[src/rtl/wlf_pkg.sv]
// Shared types, constants and codes for the weighted line fit block.
// No dependencies; imported by every RTL file except the two interfaces.
`timescale 1ns / 1ps

package wlf_pkg;

  localparam int WLF_MAX_POINTS = 4096;

  localparam int SW_W  = 29;
  localparam int SX_W  = 45;
  localparam int SXX_W = 60;
  localparam int SXY_W = 61;

  localparam int WIDE_W  = 128;
  localparam int MUL_A_W = 64;
  localparam int MUL_B_W = 48;
  localparam int DIV_N   = WIDE_W;
  localparam int ROOT_W  = 64;
  localparam int ROOT_N  = ROOT_W / 2;

  typedef logic [WIDE_W-1:0] wide_t;

  typedef enum logic [3:0] {
    OP_T,
    OP_D,
    OP_A1,
    OP_A2,
    OP_B1,
    OP_B2,
    OP_DS,
    OP_DI,
    OP_DSS,
    OP_QSS,
    OP_DIS,
    OP_QIS
  } op_t;

  typedef enum logic [1:0] {
    FIT_OK    = 2'd0,
    FIT_DEGEN = 2'd1,
    FIT_MANY  = 2'd2
  } fit_status_t;

  typedef struct packed {
    logic        take;
    logic        go;
    op_t         op;
    logic        load;
    fit_status_t status;
  } wlf_cmd_t;

  typedef struct packed {
    logic pipe_empty;
    logic overflow;
    logic done;
    logic degen;
  } wlf_stat_t;

  typedef struct packed {
    logic        [SW_W-1:0]  sw;
    logic signed [SX_W-1:0]  sx;
    logic signed [SX_W-1:0]  sy;
    logic        [SXX_W-1:0] sxx;
    logic signed [SXY_W-1:0] sxy;
  } sums_t;

endpackage

[src/rtl/wlf_ctrl.sv]
// Sequencer for the line fit: accept, drain, operation steps, result handoff.
// Depends on wlf_pkg for command, status and operation codes.
`timescale 1ns / 1ps

module wlf_ctrl import wlf_pkg::*; (
  input  logic      clk,
  input  logic      rst,
  input  logic      in_valid,
  input  logic      in_last,
  output logic      in_ready,
  output logic      out_valid,
  input  logic      out_ready,
  input  wlf_stat_t stat,
  output wlf_cmd_t  cmd
);

  typedef enum logic [5:0] {
    S_ACC   = 6'b000001,
    S_DRAIN = 6'b000010,
    S_RUN   = 6'b000100,
    S_CHK0  = 6'b001000,
    S_CHK1  = 6'b010000,
    S_LOAD  = 6'b100000
  } state_t;

  state_t      state, state_next;
  op_t         op, op_next;
  logic        launched, launched_next;
  fit_status_t status, status_next;
  logic        out_valid_next;

  assign in_ready = (state == S_ACC);

  always_comb begin
    state_next     = state;
    op_next        = op;
    launched_next  = launched;
    status_next    = status;
    out_valid_next = out_valid && !out_ready;
    cmd.take       = in_valid && in_ready;
    cmd.go         = 1'b0;
    cmd.op         = op;
    cmd.load       = 1'b0;
    cmd.status     = status;
    case (state)
      S_ACC: begin
        if (in_valid && in_ready && in_last) state_next = S_DRAIN;
      end
      S_DRAIN: begin
        if (stat.pipe_empty) begin
          if (stat.overflow) begin
            status_next = FIT_MANY;
            state_next  = S_LOAD;
          end else begin
            op_next       = OP_T;
            launched_next = 1'b0;
            state_next    = S_RUN;
          end
        end
      end
      S_RUN: begin
        if (!launched) begin
          cmd.go        = 1'b1;
          launched_next = 1'b1;
        end else if (stat.done) begin
          launched_next = 1'b0;
          if (op == OP_D) begin
            state_next = S_CHK0;
          end else if (op == OP_QIS) begin
            status_next = FIT_OK;
            state_next  = S_LOAD;
          end else begin
            op_next = op_t'(op + 4'd1);
          end
        end
      end
      S_CHK0: begin
        state_next = S_CHK1;
      end
      S_CHK1: begin
        if (stat.degen) begin
          status_next = FIT_DEGEN;
          state_next  = S_LOAD;
        end else begin
          op_next    = OP_A1;
          state_next = S_RUN;
        end
      end
      S_LOAD: begin
        if (!out_valid || out_ready) begin
          cmd.load       = 1'b1;
          out_valid_next = 1'b1;
          state_next     = S_ACC;
        end
      end
      default: begin
        state_next = S_ACC;
      end
    endcase
  end

  always_ff @(posedge clk) begin
    if (rst) begin
      state     <= S_ACC;
      op        <= OP_T;
      launched  <= 1'b0;
      status    <= FIT_OK;
      out_valid <= 1'b0;
    end else begin
      state     <= state_next;
      op        <= op_next;
      launched  <= launched_next;
      status    <= status_next;
      out_valid <= out_valid_next;
    end
  end

endmodule

[config.mk]
export PLATFORM = sky130hd
export DESIGN_NAME = wlf_ctrl
export DESIGN_NICKNAME = d
export VERILOG_FILES = /design/src/rtl/wlf_pkg.sv /design/src/rtl/wlf_ctrl.sv
export SDC_FILE = /design/constraint.sdc
export NUM_CORES = 1
export LEC_CHECK = 0
export ABC_AREA = 1
export BUFFER_PORTS_ARGS = -buffer_cell sky130_fd_sc_hd__buf_2
export CORE_MARGIN = 8
export CORE_UTILIZATION = 35
export CTS_BUF_LIST = sky130_fd_sc_hd__clkbuf_4 sky130_fd_sc_hd__clkbuf_8
export CTS_CLUSTER_DIAMETER = 50
export DETAILED_ROUTE_END_ITERATION = 7
export GPL_TIMING_DRIVEN = 0
export SYNTH_ARGS = -nofsm -noshare
export SYNTH_HDL_FRONTEND = slang
export SYNTH_SLANG_ARGS = --single-unit
[constraint.sdc]
create_clock -name clk -period 2.8 [get_ports clk]
set_input_delay 0.28 -clock clk [delete_from_list [all_inputs] [get_ports clk]]
set_output_delay 0.28 -clock clk [all_outputs]
set_load 0.05 [all_outputs]
Word-level counts from Yosys, hierarchy flattened
Index checks and enable logic that the tools add are counted.
{"block": "word_totals", "reg_bits": 14, "in_bits": 9, "out_inout_bits": 11, "word_cells": 76}
{"block": "classes", "n_addsub": 1, "eq_ne": 21, "muxes": 37, "n_reduce_logical": 12}
{"cell": "$mux 6", "n": 9}
{"cell": "$pmux 6 s6", "n": 1}
{"cell": "$mux 4", "n": 7}
{"cell": "$ne 2x2->1 const B", "n": 11}
{"cell": "$reduce_and 8->1", "n": 2}
{"cell": "$mux 2", "n": 7}
{"cell": "$pmux 4 s3", "n": 1}
{"cell": "$mux 1", "n": 10}
{"cell": "$eq 6x1->1 const B", "n": 1}
{"cell": "$eq 6x2->1 const B", "n": 1}
{"cell": "$eq 6x3->1 const B", "n": 1}
{"cell": "$eq 6x4->1 const B", "n": 1}
{"cell": "$eq 6x5->1 const B", "n": 1}
{"cell": "$eq 6x6->1 const B", "n": 1}
{"cell": "$pmux 2 s3", "n": 1}
{"cell": "$reduce_and 6->1", "n": 1}
{"cell": "$add 4x1->4 const B", "n": 1}
{"cell": "$eq 4x1->1 const B", "n": 1}
{"cell": "$eq 4x4->1 const B", "n": 1}
{"cell": "$logic_and 1x1->1", "n": 3}
{"cell": "$ne 3x3->1 const B", "n": 1}
{"cell": "$reduce_and 3->1", "n": 1}
{"cell": "$reduce_bool 3->1", "n": 1}
{"cell": "$logic_not 1->1", "n": 2}
{"cell": "4 further kinds", "n": 4}

Depth between registers and ports, before layout
{"block": "depth", "ltp_word": 6, "mapped_depth": 10, "depth_no_buf": 10}

Worst setup path after synthesis
No wires, ideal clock.
{"block": "synth_timing", "kind": "register to register", "startpoint": "reg op[0]", "endpoint": "reg status[0]", "setup_time_ns": 0.133, "arrival_time_ns": 1.617, "required_time_ns": 2.667, "path_slack_ns": 1.050, "path_stages_with_launch": 11, "n_path_buf": 0, "synth_period_minus_slack_ns": 1.750, "path_cell_list": "dfxtp_1 > ha_1 > nand2_1 > nor2_1 > inv_1 > nand2_1 > nand2_1 > nor2_1 > nand2_2 > nand2_1 > a21oi_1"}
{"block": "synth_via", "elab_chain_cells": 3, "elab_cells_between_ends": 5}
{"item": "from (decl)", "line": "wlf_ctrl.sv:27", "source": "op_t op, op_next;"}
{"item": "from (signal assigned)", "line": "wlf_ctrl.sv:111", "source": "op <= op_next;"}
{"item": "$eq 4x4->1 / $eq 4x1->1 (equally long branches)", "line": "wlf_ctrl.sv:69, wlf_ctrl.sv:67"}
{"item": "$ne 2x2->1 (no source line)"}
{"item": "$reduce_and 8->1 (no source line) (*)"}
{"item": "to (signal assigned)", "line": "wlf_ctrl.sv:113", "source": "status <= status_next;"}
{"item": "to (decl)", "line": "wlf_ctrl.sv:29", "source": "fit_status_t status, status_next;"}
Every way passes the cells marked *; elsewhere a longest branch is shown, timed or not.
A chain may end at the register's enable or synchronous reset.

==> impl_metrics.toml <==
[logic_synthesis]
synth_seq_cells = 14
synth_warnings = 0
synth_edf_count = 0
synth.largest_area_cell = "dfxtp_1"
synth_top_area_frac = 0.288
yosys-top-cells-area = "dfxtp_1 (29%), nand2_1 (9.3%), inv_1 (8.5%), nor2_4 (6.9%), nand3_1 (6.2%)"
yosys-top-cells-count = "nand2_1 (24), inv_1 (22), nor2_1 (15), dfxtp_1 (14), nand3_1 (12)"
netlist_area_um2 = 972
synth_cells = 138
avgSynthCellArea_um2 = 7.04
async_reset_ff_frac = 0
ys.flop_type = "dfxtp_1"
seq_area_frac_synth = 0.288
yosysMostFrequentCell = "nand2_1"
ys_types = 28
syn_nets = 149

[global_route]
track_usage = 0.0995
grt_max_degree = 10
grt_first_pass_wirelength_mm = 3.64
grt_overflow = 0
antenna_found_initial = 0
grt_pass1_vias = 887

[floorplanning]
placeableCoreArea_mm2 = 0.00269
dieWidth_um = 68.7
die_area_mm2 = 0.00472
die_y_um = 68.7
initial_core_util = 0.362
num_io_pins = 20
rows = 19

[setup_path]
arrival_ns = 1.50
worstPathRequired_ns = 2.52
critPathKind = "reg -> out"
crit_path_start_kind = "flip-flop"
cp_max_fo = 6
cp-end-kind = "primary output"

[sta]
fmax_mhz = 562
max-slew-margin-rel = 0.657
worst_pin_slew_ns = 0.514
drv_slew = 0
post-route-min-period_ns = 1.78
setup_violations = 0
tns_ns = 0
period_share = 0.636
fin_skew_ns = 0.000359
rsz0062_at_grt = "no"
hold_viol_final = 0

[clock_tree]
post-cts-setup-buffers = 0
cts_buffer_depth = 2
clkSlewWorstSetupHoldPaths_ns = 0.08
cts_tree = "done"
cts_made_buffers = 3
cts-root-buf = "clkbuf_4"
clk_latency_ns = 0.28
cts_hold_buf = 0
cts_resized = 0
h-tree-depth = 1
cts.sinks = 14

[finish]
area_growth_pct = 15.6
layout-drive-gt1-share = 0.289
fin_util = 0.418
n_antenna_cell = 0
layout.nets = 172

[routing]
wl_mm = 2.14
via_count = 918
ant_nets = 0
avgViaCountPerCell = 4.83
drtIter0Drc = 37
wl_per_cell_um = 11.2
drc = 0
first_pass_iters = 4

[place]
place.gp.congestion = 0.831
io_buffers = 18
dpl.hpwl_mm = 1.74

[power]
powerDensity_mw_per_mm2 = 359
p_leak_nw = 0.548
peakVddDrop_v = 0.000207

[job]
maxCapViolCount = 0

[run_status]
status = "complete, no violations"

[hold_path]
hold_class = "in -> reg"
-- cells by family (layout without fill, tap and decap cells) --
family,Yosys count,in the layout,share of synthesized area
simple gates,78,78,0.471
buf+inv,25,46,0.0965
compound gates,17,17,0.100
flops,14,14,0.288
fa+ha+maj,2,2,0.0257
xor+xnor,2,2,0.0180
-- power by group --
group / internal (mW) / leakage (nW) / switching (mW)
Combinational: 0.0220 / 0.421 / 0.0564
Clock: 0.0499 / 0.0138 / 0.0669
Sequential: 0.203 / 0.113 / 0.00506
-- cell usage in the layout, fill, tap and decap left out, types with 3 or more instances in the layout --
master / n
a21oi_1: 8
buf_2: 18
clkbuf_4: 3
dfxtp_1: 14
inv_1: 22
nand2_1: 24
nand2_2: 7
nand3_1: 12
nor2_1: 15
nor2_4: 6
o21ai_0: 3
-- per-stage QoR --
stage | hold WS, ns | cell area [um2] | total power [mW] | instances | setup slack [ns]
final | 0.255 | 1120 | 0.403 | 190 | 1.02
after global routing | 0.256 | 1120 | 0.422 | 190 | 0.888
after CTS | 0.247 | 1120 | 0.409 | 190 | 0.997
after detailed placement | 0.454 | 1100 | 0.291 | 187 | 1.28
after global placement | 0.449 | 1100 | 0.289 | 187 | 1.31
after floorplan | 0.425 | 972 | 0.272 | 138 | 1.05
-- routing by layer --
layer  track usage  vias to the layer above  routed length, um  part of all wire
li1              -                      477                  -                 -
met1         0.123                      418               1000              0.47
met2         0.160                       19                958              0.45
met3        0.0194                        4                136             0.064
met4        0.0526                        0                 40             0.019
met5             0                        -                  0                 0
-- worst max-delay path: stages (launching register included) --
cell	delay [ns]
dfxtp_1	0.36
nor2_4	0.21
nand2_4	0.10
nor3_2	0.13
inv_1	0.07
nor2_1	0.08
buf_2	0.26
-- path summary, 6_finish.rpt --
| kind | cells after the start | end | startpoint | slack (ns) |
|---|---|---|---|---|
| setup / recovery | 6 | cmd[2] | state[2]$_SDFFE_PP0P_ | 1.02 |
| hold / removal | 3 | state[1]$_SDFFE_PP0P_ | in_last | 0.26 |
| setup reg to reg | 10 | status[1]$_SDFFE_PP0P_ | op[0]$_SDFFE_PP0P_ | 1.29 |
| hold reg to reg | 2 | status[0]$_SDFFE_PP0P_ | status[0]$_SDFFE_PP0P_ | 0.46 |
-- flip-flops by register name, summed over array words and instances, names as in the netlist --
register / flops
op: 4
out_valid: 1
state: 6
status: 2
launched: 1
-- cell type report --
class	count	area [um2]
well taps	31	38.8
fillers	297	1560
inverters	24	90.1
flip-flops and latches	14	280
multi-input cells	99	598
repair buffers	18	90.1
clock buffers	3	22.5
plain buffers	1	3.75
No activity file was read; power rests on OpenSTA's default activity.
